<file path="config.mk">
export PLATFORM = sky130hd
export DESIGN_NAME = priority_level_round_robin_picker_flat
export DESIGN_NICKNAME = d
export VERILOG_FILES = /design/src/design/plrrp_pkg.sv /design/src/design/plrrp_if.sv /design/src/design/priority_level_round_robin_picker.sv /design/src/flat_wrapper.sv
export SDC_FILE = /design/constraint.sdc
export NUM_CORES = 1
export LEC_CHECK = 0
export BUFFER_PORTS_ARGS = -buffer_cell sky130_fd_sc_hd__buf_2
export CORE_MARGIN = 2
export CORE_UTILIZATION = 60
export CTS_CLUSTER_DIAMETER = 30
export DETAILED_ROUTE_END_ITERATION = 8
export GPL_TIMING_DRIVEN = 0
export MAX_ROUTING_LAYER = met4
export PLACE_DENSITY = 0.88
export SKIP_LAST_GASP = 1
export SYNTH_ARGS = -nofsm -noshare
export SYNTH_HDL_FRONTEND = slang
export SYNTH_SLANG_ARGS = --single-unit
</file>
<file path="constraint.sdc">
create_clock -name clock -period 8.96 [get_ports clock]
set_clock_uncertainty 0.1 [all_clocks]
set_input_delay 1.344 -clock clock [delete_from_list [all_inputs] [get_ports clock]]
set_output_delay 1.344 -clock clock [all_outputs]
set_load 0.01 [all_outputs]
</file>
<file path="src/design/plrrp_pkg.sv">
// Shared constants and word types for the priority level round-robin picker.
package plrrp_pkg;

   // Table geometry
   localparam int ENTRIES = 64;
   localparam int LEVELS  = 6;
   localparam int IDX_W   = $clog2(ENTRIES);
   localparam int OFF_W   = IDX_W + 1;
   localparam int SLOT_W  = $clog2(LEVELS);
   // Wide enough for level numbers 1..LEVELS at the largest LEVELS
   localparam int LV_W    = 4;
   // The entry index field always spans the whole table at this size
   localparam bit IDX_FITS = ENTRIES >= 64;

   // Level rules for a write
   localparam logic [2:0] LEVEL_MIN      = 3'd1;
   localparam logic [2:0] LEVEL_MAX      = 3'd6;
   localparam logic [2:0] FALLBACK_LEVEL = 3'd5;

   // Action codes
   localparam logic [1:0] ACT_WRITE = 2'd0;
   localparam logic [1:0] ACT_PICK  = 2'd1;
   localparam logic [1:0] ACT_CLEAR = 2'd2;

   typedef struct packed {
      logic [1:0] action;
      logic [5:0] entry_index;
      logic       runnable;
      logic [2:0] priority_req;
      logic [1:0] entry_queue;
      logic       order;
      logic [1:0] queue_filter;
   } req_word_type;

   typedef struct packed {
      logic       granted;
      logic [5:0] granted_index;
      logic [2:0] granted_level;
   } rsp_word_type;

   typedef struct packed {
      logic [2:0] level;
      logic [1:0] group;
   } entry_word_type;

endpackage

</file>
<file path="src/design/plrrp_if.sv">
// Valid/ready channels for the request and response words of the picker.
interface plrrp_req_if;
   logic                     valid;
   logic                     ready;
   plrrp_pkg::req_word_type  payload;

   modport source (output valid, output payload, input ready);
   modport sink   (input valid, input payload, output ready);
endinterface

interface plrrp_rsp_if;
   logic                     valid;
   logic                     ready;
   plrrp_pkg::rsp_word_type  payload;

   modport source (output valid, output payload, input ready);
   modport sink   (input valid, input payload, output ready);
endinterface

</file>
<file path="src/design/priority_level_round_robin_picker.sv">
// Strict-priority round-robin picker: entry table, level pointers and scan sequencer.
//
// Usage:
//   req_chan carries one request word: write an entry, pick an entry, or
//   clear all level pointers. rsp_chan returns exactly one response word per
//   request, in order; only a pick can return granted = 1.
//   A write or a clear passes through ST_RESP before its response is loaded.
//   A pick visits the levels one at a time; each level scans the table from
//   its pointer with one table read per cycle and one compare per cycle.
//   The single table read port and the one entry compare set that rate.
//   req_chan.ready is high only while no request is in progress; a new
//   request is taken while an earlier response still sits in the output
//   register, but its own response waits until that register is taken.
//   Reset clears every runnable flag and every level pointer at once, so the
//   block accepts a request in the first cycle after reset.
//   A stalled rsp_chan holds its word stable until ready is seen.
module priority_level_round_robin_picker (
   input  logic         clock,
   input  logic         reset,
   plrrp_req_if.sink    req_chan,
   plrrp_rsp_if.source  rsp_chan
);

   typedef enum logic [2:0] {
      ST_IDLE = 3'b001,
      ST_SCAN = 3'b010,
      ST_RESP = 3'b100
   } state_type;

   state_type                      state_ff, state_in;
   logic                           order_ff, order_in;
   logic [1:0]                     filter_ff, filter_in;
   logic [plrrp_pkg::SLOT_W-1:0]   slot_cnt_ff, slot_cnt_in;
   logic [plrrp_pkg::OFF_W-1:0]    off_ff, off_in;
   logic                           rd_valid_ff, rd_valid_in;
   plrrp_pkg::rsp_word_type        pend_ff, pend_in;
   logic                           out_valid_ff, out_valid_in;
   plrrp_pkg::rsp_word_type        out_word_ff, out_word_in;

   logic [plrrp_pkg::IDX_W-1:0]    ptr_ff [plrrp_pkg::LEVELS];
   logic                           ready_ff [plrrp_pkg::ENTRIES];
   plrrp_pkg::entry_word_type      entry_mem [plrrp_pkg::ENTRIES];

   plrrp_pkg::entry_word_type      rd_word_ff;
   logic                           rd_ready_ff;
   logic [plrrp_pkg::IDX_W-1:0]    rd_idx_ff;

   logic                           req_fire;
   logic                           wr_ok;
   logic [plrrp_pkg::IDX_W-1:0]    wr_idx;
   logic [2:0]                     wr_level;
   logic [plrrp_pkg::SLOT_W-1:0]   slot_sel;
   logic [plrrp_pkg::LV_W-1:0]     cur_lv;
   logic [plrrp_pkg::IDX_W-1:0]    cur_ptr;
   logic                           issue;
   logic [plrrp_pkg::OFF_W-1:0]    addr_sum;
   logic [plrrp_pkg::IDX_W-1:0]    rd_addr;
   logic                           hit;
   logic                           level_end;
   logic                           last_level;
   logic [plrrp_pkg::IDX_W-1:0]    next_ptr;

   // Handshake
   assign req_fire         = req_chan.valid && req_chan.ready;
   assign req_chan.ready   = (state_ff == ST_IDLE);
   assign rsp_chan.valid   = out_valid_ff;
   assign rsp_chan.payload = out_word_ff;

   // Write decode: drop indexes beyond the table, fold bad levels
   assign wr_ok  = plrrp_pkg::IDX_FITS ||
                   (req_chan.payload.entry_index < 6'(plrrp_pkg::ENTRIES));
   assign wr_idx = plrrp_pkg::IDX_W'(req_chan.payload.entry_index);
   always_comb begin
      if (req_chan.payload.priority_req < plrrp_pkg::LEVEL_MIN ||
          req_chan.payload.priority_req > plrrp_pkg::LEVEL_MAX) begin
         wr_level = plrrp_pkg::FALLBACK_LEVEL;
      end else begin
         wr_level = req_chan.payload.priority_req;
      end
   end

   // Level being visited and its pointer slot
   assign slot_sel = order_ff ? (plrrp_pkg::SLOT_W'(plrrp_pkg::LEVELS - 1) - slot_cnt_ff)
                              : slot_cnt_ff;
   assign cur_lv   = plrrp_pkg::LV_W'(slot_sel) + plrrp_pkg::LV_W'(1);
   assign cur_ptr  = ptr_ff[slot_sel];
   assign last_level = (slot_cnt_ff == plrrp_pkg::SLOT_W'(plrrp_pkg::LEVELS - 1));

   // Scan address: pointer plus offset, wrapped around the table
   assign issue    = (state_ff == ST_SCAN) && (off_ff < plrrp_pkg::OFF_W'(plrrp_pkg::ENTRIES));
   assign addr_sum = {1'b0, cur_ptr} + off_ff;
   always_comb begin
      if (addr_sum >= plrrp_pkg::OFF_W'(plrrp_pkg::ENTRIES)) begin
         rd_addr = plrrp_pkg::IDX_W'(addr_sum - plrrp_pkg::OFF_W'(plrrp_pkg::ENTRIES));
      end else begin
         rd_addr = plrrp_pkg::IDX_W'(addr_sum);
      end
   end

   // Compare the entry read last cycle against the visited level and queue
   assign hit = rd_valid_ff && rd_ready_ff &&
                (plrrp_pkg::LV_W'(rd_word_ff.level) == cur_lv) &&
                (rd_word_ff.group == filter_ff);
   assign level_end = (state_ff == ST_SCAN) && rd_valid_ff && !hit &&
                      (off_ff == plrrp_pkg::OFF_W'(plrrp_pkg::ENTRIES));
   assign next_ptr  = (rd_idx_ff == plrrp_pkg::IDX_W'(plrrp_pkg::ENTRIES - 1)) ?
                      '0 : rd_idx_ff + plrrp_pkg::IDX_W'(1);

   // Sequencer
   always_comb begin
      state_in     = state_ff;
      order_in     = order_ff;
      filter_in    = filter_ff;
      slot_cnt_in  = slot_cnt_ff;
      off_in       = off_ff;
      rd_valid_in  = issue;
      pend_in      = pend_ff;
      out_valid_in = out_valid_ff;
      out_word_in  = out_word_ff;

      // drop the output word once taken
      if (out_valid_ff && rsp_chan.ready) begin
         out_valid_in = 1'b0;
      end

      unique case (state_ff)
         ST_IDLE: begin
            if (req_fire) begin
               order_in    = req_chan.payload.order;
               filter_in   = req_chan.payload.queue_filter;
               slot_cnt_in = '0;
               off_in      = '0;
               pend_in     = '0;
               if (req_chan.payload.action == plrrp_pkg::ACT_PICK) begin
                  state_in = ST_SCAN;
               end else begin
                  state_in = ST_RESP;
               end
            end
         end
         ST_SCAN: begin
            if (issue) begin
               off_in = off_ff + plrrp_pkg::OFF_W'(1);
            end
            if (hit) begin
               pend_in.granted       = 1'b1;
               pend_in.granted_index = 6'(rd_idx_ff);
               pend_in.granted_level = 3'(cur_lv);
               rd_valid_in           = 1'b0;
               state_in              = ST_RESP;
            end else if (level_end) begin
               off_in = '0;
               if (last_level) begin
                  state_in = ST_RESP;
               end else begin
                  slot_cnt_in = slot_cnt_ff + plrrp_pkg::SLOT_W'(1);
               end
            end
         end
         ST_RESP: begin
            // load the output word when the register is free
            if (!out_valid_ff || rsp_chan.ready) begin
               out_valid_in = 1'b1;
               out_word_in  = pend_ff;
               state_in     = ST_IDLE;
            end
         end
         default: begin
            state_in = ST_IDLE;
         end
      endcase
   end

   // Control registers
   always_ff @(posedge clock) begin
      if (reset) begin
         state_ff     <= ST_IDLE;
         rd_valid_ff  <= 1'b0;
         out_valid_ff <= 1'b0;
      end else begin
         state_ff     <= state_in;
         rd_valid_ff  <= rd_valid_in;
         out_valid_ff <= out_valid_in;
      end
   end

   // Payload registers
   always_ff @(posedge clock) begin
      order_ff    <= order_in;
      filter_ff   <= filter_in;
      slot_cnt_ff <= slot_cnt_in;
      off_ff      <= off_in;
      pend_ff     <= pend_in;
      out_word_ff <= out_word_in;
   end

   // Runnable flags and level pointers
   always_ff @(posedge clock) begin
      if (reset) begin
         for (int i = 0; i < plrrp_pkg::ENTRIES; i++) begin
            ready_ff[i] <= 1'b0;
         end
         for (int k = 0; k < plrrp_pkg::LEVELS; k++) begin
            ptr_ff[k] <= '0;
         end
      end else begin
         if (req_fire && req_chan.payload.action == plrrp_pkg::ACT_WRITE && wr_ok) begin
            ready_ff[wr_idx] <= req_chan.payload.runnable;
         end
         if (req_fire && req_chan.payload.action == plrrp_pkg::ACT_CLEAR) begin
            for (int k = 0; k < plrrp_pkg::LEVELS; k++) begin
               ptr_ff[k] <= '0;
            end
         end
         if (state_ff == ST_SCAN && hit) begin
            ptr_ff[slot_sel] <= next_ptr;
         end
      end
   end

   // Entry table: one write port, one registered read port
   always_ff @(posedge clock) begin
      if (req_fire && req_chan.payload.action == plrrp_pkg::ACT_WRITE && wr_ok) begin
         entry_mem[wr_idx] <= '{level: wr_level, group: req_chan.payload.entry_queue};
      end
      rd_word_ff  <= entry_mem[rd_addr];
      rd_ready_ff <= ready_ff[rd_addr];
      rd_idx_ff   <= rd_addr;
   end

`ifndef SYNTHESIS
   // a grant always reports a real level
   assert property (@(posedge clock) disable iff (reset)
      (out_valid_ff && out_word_ff.granted) |-> (out_word_ff.granted_level != 3'd0))
      else $error("grant with level zero");

   // no grant means an all-zero word
   assert property (@(posedge clock) disable iff (reset)
      (out_valid_ff && !out_word_ff.granted) |->
      (out_word_ff.granted_index == 6'd0 && out_word_ff.granted_level == 3'd0))
      else $error("non-grant word not zero");

   // a grant moves that level's pointer just past the granted entry
   assert property (@(posedge clock) disable iff (reset)
      (state_ff == ST_SCAN && hit) |=> (ptr_ff[$past(slot_sel)] == $past(next_ptr)))
      else $error("level pointer not advanced on grant");

   // the scan offset never runs past the table
   assert property (@(posedge clock) disable iff (reset)
      (state_ff == ST_SCAN) |-> (off_ff <= plrrp_pkg::OFF_W'(plrrp_pkg::ENTRIES)))
      else $error("scan offset overrun");

   // table reads are only in flight during a scan
   assert property (@(posedge clock) disable iff (reset)
      rd_valid_ff |-> (state_ff == ST_SCAN))
      else $error("read in flight outside scan");
`endif

endmodule
</file>
<file path="src/flat_wrapper.sv">
// flat-port wrapper written by rule: the top's interface ports become plain ports
module priority_level_round_robin_picker_flat 
  (clock, reset, req_chan_valid, req_chan_payload, req_chan_ready, rsp_chan_valid, rsp_chan_payload, rsp_chan_ready);
  plrrp_req_if req_chan_i ();
  plrrp_rsp_if rsp_chan_i ();
  input  logic clock;
  input  logic reset;
  input wire logic [$bits(req_chan_i.valid)-1:0] req_chan_valid;
  input wire logic [$bits(req_chan_i.payload)-1:0] req_chan_payload;
  output wire logic [$bits(req_chan_i.ready)-1:0] req_chan_ready;
  output wire logic [$bits(rsp_chan_i.valid)-1:0] rsp_chan_valid;
  output wire logic [$bits(rsp_chan_i.payload)-1:0] rsp_chan_payload;
  input wire logic [$bits(rsp_chan_i.ready)-1:0] rsp_chan_ready;
  assign req_chan_i.valid = req_chan_valid;
  assign req_chan_i.payload = req_chan_payload;
  assign req_chan_ready = req_chan_i.ready;
  assign rsp_chan_valid = rsp_chan_i.valid;
  assign rsp_chan_payload = rsp_chan_i.payload;
  assign rsp_chan_i.ready = rsp_chan_ready;
  priority_level_round_robin_picker u_core (.clock(clock), .reset(reset), .req_chan(req_chan_i), .rsp_chan(rsp_chan_i));
endmodule
</file>
==> impl_metrics.tcl, run 1 <==
set metrics [dict create \
    cts_root_buf "clkbuf_16" \
    min_period_ns 6.79 \
    slowest_stage "clkbuf_1" \
    dp_hpwl_mm 29.0 \
    cts_tree "built" \
    area_growth_pct 19.4 \
    vias 11800 \
    ys_seq_area_share_pct 70.7 \
    cp_common_cell "clkbuf_1" \
    vias_per_cell 6.44 \
    slowest_delay_ns 0.65 \
    gp_congestion 0.904 \
    yosysUniqueCellTypes 50 \
    place_ws_ns 2.45 \
    antenna_found_initial 2 \
    drtIter0Drc 1588 \
    slew_headroom_pct 17.3 \
    fmax_mhz 147 \
    required_ns 9.33 \
    worstSkewPairLatency_ns 0.61 \
    setup_violations 0 \
    p_per_area_nw_per_um2 338 \
    drv_cap 0 \
    cts.sinks 482 \
    netlist_area_sq_um 20200 \
    fin_nets 1341 \
    yosysWarnings 0 \
    routed_wl_mm 50.1 \
    power_frac_clock_pct 41.7 \
    comb_power_share_pct 25.9 \
    fin_crit_sh_pct 75.8 \
    finish.utilization_pct 72.4 \
    crit_path_start_kind "flop" \
    end_kind "flop" \
    ys.flop_type "edfxtp_1" \
    status "completed" \
    row_count 67 \
    fill_cells 1843 \
    leakagePower_nw 8.46 \
    final_cells 1831 \
    cp_cell_sequence "clkbuf_1, inv_1, ha_1, mux2i_2, clkbuf_1, mux4_2, nand2_1, nand2_1, ha_1, inv_1, fa_1, clkbuf_1, clkbuf_1, clkbuf_1, mux4_2, mux2i_1, mux2i_1, mux2i_1, mux2i_1" \
    wl_per_cell_microns 27.4 \
    hold_viol_final 0 \
    ys_async_sr_fraction_pct 0 \
    irDropWorstVdd_mv 0.230 \
    placed_cells 1663 \
    p_int_mw 5.67 \
    port_buffers 29 \
    core_sq_um 33400 \
    multi_input_area_sq_um 5650 \
    grt_setup_unrepaired "no" \
    postRouteAntennaNets 0 \
    regArea_sq_um 14300 \
    worst_slew_pin_slew_ns 1.24 \
    die-width_microns 188 \
    cts-hold-fix-buffers 0 \
    hold-worst-slack_ns 0.302 \
    grt_start_max_net_pins 65 \
    die-area_sq_um 35200 \
    p_sw_mw 2.51 \
    io_pins 33 \
    post-cts-setup-buffers 0 \
    final.setup.tns_ns 0 \
    overflow 0 \
    timing.final.ws_setup_ns 2.17 \
    cts_resized 0 \
    first_global_vias 12400 \
    netlist_instances 1178 \
    start_util_pct 60.7 \
    clkTransAtPathRegs_ns 0.06 \
    arrival_ns 7.16 \
    layout-drive-gt1-share_pct 27.7 \
    htreeDepth 3 \
    worstSetupPathType "flop to flop" \
    avgSynthCellArea_sq_um 17.2 \
    first_pass_iters 6 \
    grt_pass1_wl_mm 75.7 \
    synth-edff-count 465 \
    drc_errors 0 \
    seqPwrFrac_pct 32.3 \
    synth_seq_cells 482 \
    cts-buffers-inserted 89 \
    grt_usage_pct 30.2 \
    hold_class "flop to flop" \
    report.final.slew_viol_count 0 \
    clock_path_buffers 3 \
    path_max_fanout 10 \
    swShare_pct 30.7 \
    die_y_microns 188 \
]
==> through the flow <==
step                      instance area (sq um)  total power [mW]
after floorplan                           20300              4.09
after global placement                    21000              4.63
after detailed placement                  21100              4.69
after CTS                                 24100              8.14
after global routing                      24200              8.37
final                                     24200              8.17
==> layout make-up <==
type | count | area share, %
multi-input combinational | 615 | 23.4
inverter | 21 | 0.326
antenna | 2 | 0.0207
clock inverter | 71 | 3.25
clock buffer | 95 | 9.49
sequential | 482 | 59.2
buffer | 65 | 1.10
tap | 448 | 2.32
timing repair buffer | 32 | 0.881
==> cell families (layout without fill, tap and decap cells) <==
family	count (synthesis)	in the layout	synth area share [%]
other	1	8	0.0185
buffers and inverters	86	284	1.71
xor gates and xnor gates	19	19	0.927
adders and majority gates	14	14	0.903
and+or+nand+nor	349	349	8.17
DFF	482	482	70.7
AOI/OAI and AO/OA	27	27	0.965
muxes	200	200	16.6
==> layer usage <==
layer  wire, microns  vias to the layer above  part of all wire, %  track usage (%)
met2           24900                      891                   50             48.3
met5               0                        -                    0                -
met4            2610                        0                  5.2             15.1
met3            5140                      213                   10             7.52
met1           17500                     5876                   35             36.3
li1                -                     4816                    -                -
==> power by group through the flow <==
stage / logic, mW / clock network [mW] / registers, mW
final: 2.12 / 3.41 / 2.64
after global routing: 2.21 / 3.52 / 2.65
after CTS: 2.08 / 3.41 / 2.64
after global placement: 1.95 / 0 / 2.68
after floorplan: 1.43 / 0 / 2.66
after detailed placement: 2.01 / 0 / 2.68
==> critical path, delay by kind of cell (launching register included) <==
family	cells	cell delay, ns
buffers and inverters	7	2.97
multiplexers	7	1.89
adder cells (fa/ha/maj)	3	1.06
flip-flops	1	0.46
AND/OR/NAND/NOR	2	0.17
==> cell usage after synthesis (all sizes together), types with 7 or more instances <==
cell type | n | share of area (%)
and2 | 8 | 0.25
inv | 21 | 0.39
mux2i | 92 | 4.6
or2 | 64 | 2.0
clkbuf | 39 | 0.72
buf | 26 | 0.59
xnor2 | 13 | 0.60
nor2 | 181 | 3.4
nand2 | 42 | 0.80
nand3 | 14 | 0.35
dfxtp | 17 | 1.7
nand2b | 8 | 0.25
a21oi | 7 | 0.17
edfxtp | 465 | 69
ha | 13 | 0.80
mux4 | 108 | 12
==> worst paths after layout <==
path	end	cells past startpoint	from	slack, ns
max reg2reg	u_core.rd_word_ff[1]$_DFF_P_	19	u_core.slot_cnt_ff[1]$_SDFFCE_PN0P_	2.17
max	u_core.rd_word_ff[1]$_DFF_P_	19	u_core.slot_cnt_ff[1]$_SDFFCE_PN0P_	2.17
min reg2reg	u_core.rsp_chan.payload[0]$_DFFE_PP_	0	u_core.pend_ff[0]$_SDFFCE_PN0P_	0.30
min	u_core.rsp_chan.payload[0]$_DFFE_PP_	0	u_core.pend_ff[0]$_SDFFCE_PN0P_	0.30
==> state kept, by name, summed over array words and instances (netlist names), 5 cells and up <==
signal and count:
u_core.off_ff 7, u_core.ptr_ff 48, u_core.pend_ff 10, u_core.rsp_chan.payload 10
u_core.ready_ff 64, u_core.entry_mem 320, u_core.rd_word_ff 5, u_core.rd_idx_ff 6
==> placed cells by master, fill, tap and decap left out, types with 8 or more instances in the layout <==
cell type and n:
clkbuf_1 43, or2_2 64, bufinv_16 11, edfxtp_1 465, nand2_1 40, ha_1 13
clkbuf_16 91, clkinv_1 12, buf_2 44, and2_1 8, nor2_1 181, nand3_1 14
mux4_2 106, clkinv_2 14, inv_1 21, buf_1 10, xnor2_1 12, mux2i_1 91
dfxtp_1 17, inv_6 13, nand2b_1 8
No activity file was read; power rests on OpenSTA's default activity.
==> inputs of run 2 (changes only) <==
--- a/config.mk
+++ b/config.mk
@@ -5,6 +5,7 @@
 export SDC_FILE = /design/constraint.sdc
 export NUM_CORES = 1
 export LEC_CHECK = 0
+export ABC_AREA = 1
 export BUFFER_PORTS_ARGS = -buffer_cell sky130_fd_sc_hd__buf_2
 export CORE_MARGIN = 2
 export CORE_UTILIZATION = 60
@@ -12,7 +13,7 @@
 export DETAILED_ROUTE_END_ITERATION = 8
 export GPL_TIMING_DRIVEN = 0
 export MAX_ROUTING_LAYER = met4
-export PLACE_DENSITY = 0.88
+export PLACE_DENSITY = 0.87
 export SKIP_LAST_GASP = 1
 export SYNTH_ARGS = -nofsm -noshare
 export SYNTH_HDL_FRONTEND = slang
==> constraint.sdc (replaced) <==
create_clock -name clock -period 6.6 [get_ports clock]
set_clock_uncertainty 0.1 [all_clocks]
set_input_delay 0.99 -clock clock [delete_from_list [all_inputs] [get_ports clock]]
set_output_delay 0.99 -clock clock [all_outputs]
set_load 0.01 [all_outputs]
==> run 2 against run 1 <==
Effect of this change: synthesized cell count up 100%; setup slack worse by 1.4 ns; power up 46%; clock power up 35%; highest routed layer unchanged; via count up 52%.
==> impl_metrics.tcl, run 2 <==
set metrics [dict create \
    setup_violations 0 \
    layout-drive-gt1-share_pct 12.9 \
    vias_per_cell 5.80 \
    cts_tree "built" \
    met3_usage_pct 8.68 \
    cts-hold-fix-buffers 0 \
    start_util_pct 60.6 \
    hold_class "flop to flop" \
    synth_commonest_cells "nand2_1, edfxtp_1, inv_1, nand3_1, nor2_1" \
    cts-buffers-inserted 94 \
    vias 17900 \
    clkTransAtPathRegs_ns 0.05 \
    crit_path_start_kind "flop" \
    slowest_delay_ns 0.63 \
    avgSynthCellArea_sq_um 9.60 \
    htreeDepth 3 \
    top_register "u_core.entry_mem" \
    ys_seq_area_share_pct 63.0 \
    ys.flop_type "edfxtp_1" \
    io_pins 33 \
    required_ns 7.05 \
    worstSetupPathType "flop to flop" \
    cts_root_buf "clkbuf_16" \
    synth-edff-count 465 \
    first_global_vias 17600 \
    antenna_found_initial 0 \
    yosysWarnings 0 \
    path_delay_family "buffers and inverters" \
    end_kind "flop" \
    grt_util_met2_pct 54.1 \
    grt_usage_pct 34.4 \
    cts.sinks 482 \
    fin_nets 2539 \
    yosysUniqueCellTypes 38 \
    crit_buf_inv 7 \
    p_per_area_nw_per_um2 447 \
    finish.utilization_pct 71.5 \
    slowest_stage "edfxtp_1" \
    synth.most_common_cell "nand2_1" \
    min_path_cells 0 \
    antenna_cells 0 \
    ys_async_sr_fraction_pct 0 \
    grt_pass1_wl_mm 96.9 \
    die_y_microns 199 \
    clock_path_buffers 3 \
    regArea_sq_um 14300 \
    arrival_ns 6.26 \
    path_max_fanout 10 \
    largest_reg_flops 320 \
    drc_errors 0 \
    met1_usage_pct 40.5 \
    port_buffers 32 \
    leakagePower_nw 11.4 \
    mostFrequentLayoutCells "nand2_1, edfxtp_1, inv_1, nand3_1, nor2_1" \
    grt-busiest-layer "met2" \
    cp_cell_sequence "inv_2, ha_1, nand2_1, nand2_1, buf_2, nor2_1, nand3_1, nand2_1, a211oi_1, ha_1, inv_1, fa_1, buf_2, inv_2, buf_2, clkbuf_1, nand2_1, nand2_1, nand2_1, nand3_1, nand3_1, nand2_1, nand2_1, nand2_1" \
    cts_resized 0 \
    yosysTopAreaCell "edfxtp_1" \
    slew_headroom_pct 19.8 \
    row_count 71 \
    area_growth_pct 18.0 \
    first_pass_iters 8 \
    status "completed" \
    grt_start_max_net_pins 65 \
    postRouteAntennaNets 0 \
    netlist_area_sq_um 22700 \
    irDropWorstVdd_mv 0.282 \
    synth_area_leaders "edfxtp_1, nand2_1, nand3_1, inv_1, nor3_2" \
    dp_hpwl_mm 41.4 \
    top_regs "u_core.entry_mem x320, u_core.ready_ff x64, u_core.ptr_ff x48" \
    wl_per_cell_microns 20.8 \
    netlist_instances 2366 \
    min_period_ns 5.81 \
    drv_cap 0 \
    report.final.slew_viol_count 0 \
    layout_commonest_cell "nand2_1" \
    grt_setup_unrepaired "no" \
    core_sq_um 37500 \
    multi_input_area_sq_um 6770 \
    die-area_sq_um 39400 \
    r2r_cells 24 \
    drtIter0Drc 2525 \
    gp_congestion 1.00 \
    power_mw 12.0 \
    fill_cells 2486 \
    post-cts-setup-buffers 0 \
    fin_crit_sh_pct 88.1 \
    routed_wl_mm 64.4 \
    worstSkewPairLatency_ns 0.62 \
    fmax_mhz 172 \
    hold_viol_final 0 \
    synth_top_area_share_pct 61.5 \
    die-width_microns 199 \
    ff2ff_setup_slack_ns 0.79 \
    crit_cells 24 \
    synth_seq_cells 482 \
    overflow 0 \
    cp_common_cell "nand2_1" \
    worst_slew_pin_slew_ns 1.20 \
]
## run 2: kinds of logic after synthesis
logic type / Yosys count / share of synthesized area, %
other cells: 1 / 0.0165
simple gates: 1347 / 26.0
buf+inv: 410 / 7.50
fa+ha+maj: 14 / 0.804
compound gates: 104 / 2.41
flops: 482 / 63.0
xor+xnor: 8 / 0.308
## run 2: worst paths after layout
kind,to,start
worst max register to register,u_core.rd_word_ff[4]$_DFF_P_,u_core.slot_cnt_ff[1]$_SDFFCE_PN0P_
worst min-delay path,u_core.rsp_chan.payload[0]$_DFFE_PP_,u_core.pend_ff[0]$_SDFFCE_PN0P_
worst max-delay path,u_core.rd_word_ff[4]$_DFF_P_,u_core.slot_cnt_ff[1]$_SDFFCE_PN0P_
worst min register to register,u_core.rsp_chan.payload[0]$_DFFE_PP_,u_core.pend_ff[0]$_SDFFCE_PN0P_
## run 2: layout make-up
type                    instances  share of cell area [%]
inverters                     278                    3.89
clock inverters                65                    2.26
flip-flops and latches        482                    53.4
well taps                     511                    2.39
clock buffers                 110                    9.40
repair buffers                 37                    1.01
multi-input cells            1479                    25.2
plain buffers                 132                    2.46
## run 2: routing by layer
metal / share of wire [%] / wire, microns
met1: 34 / 22100
met3: 13 / 8440
met4: 6.3 / 4030
met2: 46 / 29900
met5: 0 / 0
## run 2: power breakdown
group / internal (mW) / total, mW / switching (mW)
registers: 3.50 / 3.56 / 0.0593
clock network: 3.01 / 4.62 / 1.61
logic: 0.939 / 3.79 / 2.85
## run 2: through the flow
step / cells / hold WS (ns) / cell area, sq um / setup TNS (ns) / worst slack, ns
final: 3094 / 0.316 / 26800 / 0 / 0.787
after global routing: 3094 / 0.315 / 26800 / 0 / 0.700
after CTS: 3093 / 0.317 / 26800 / 0 / 1.23
after detailed placement: 2918 / 0.306 / 23700 / 0 / 1.33
after global placement: 2914 / 0.302 / 23500 / -135.75 / -2.13
after floorplan: 2371 / 0.300 / 22700 / 0 / 2.16
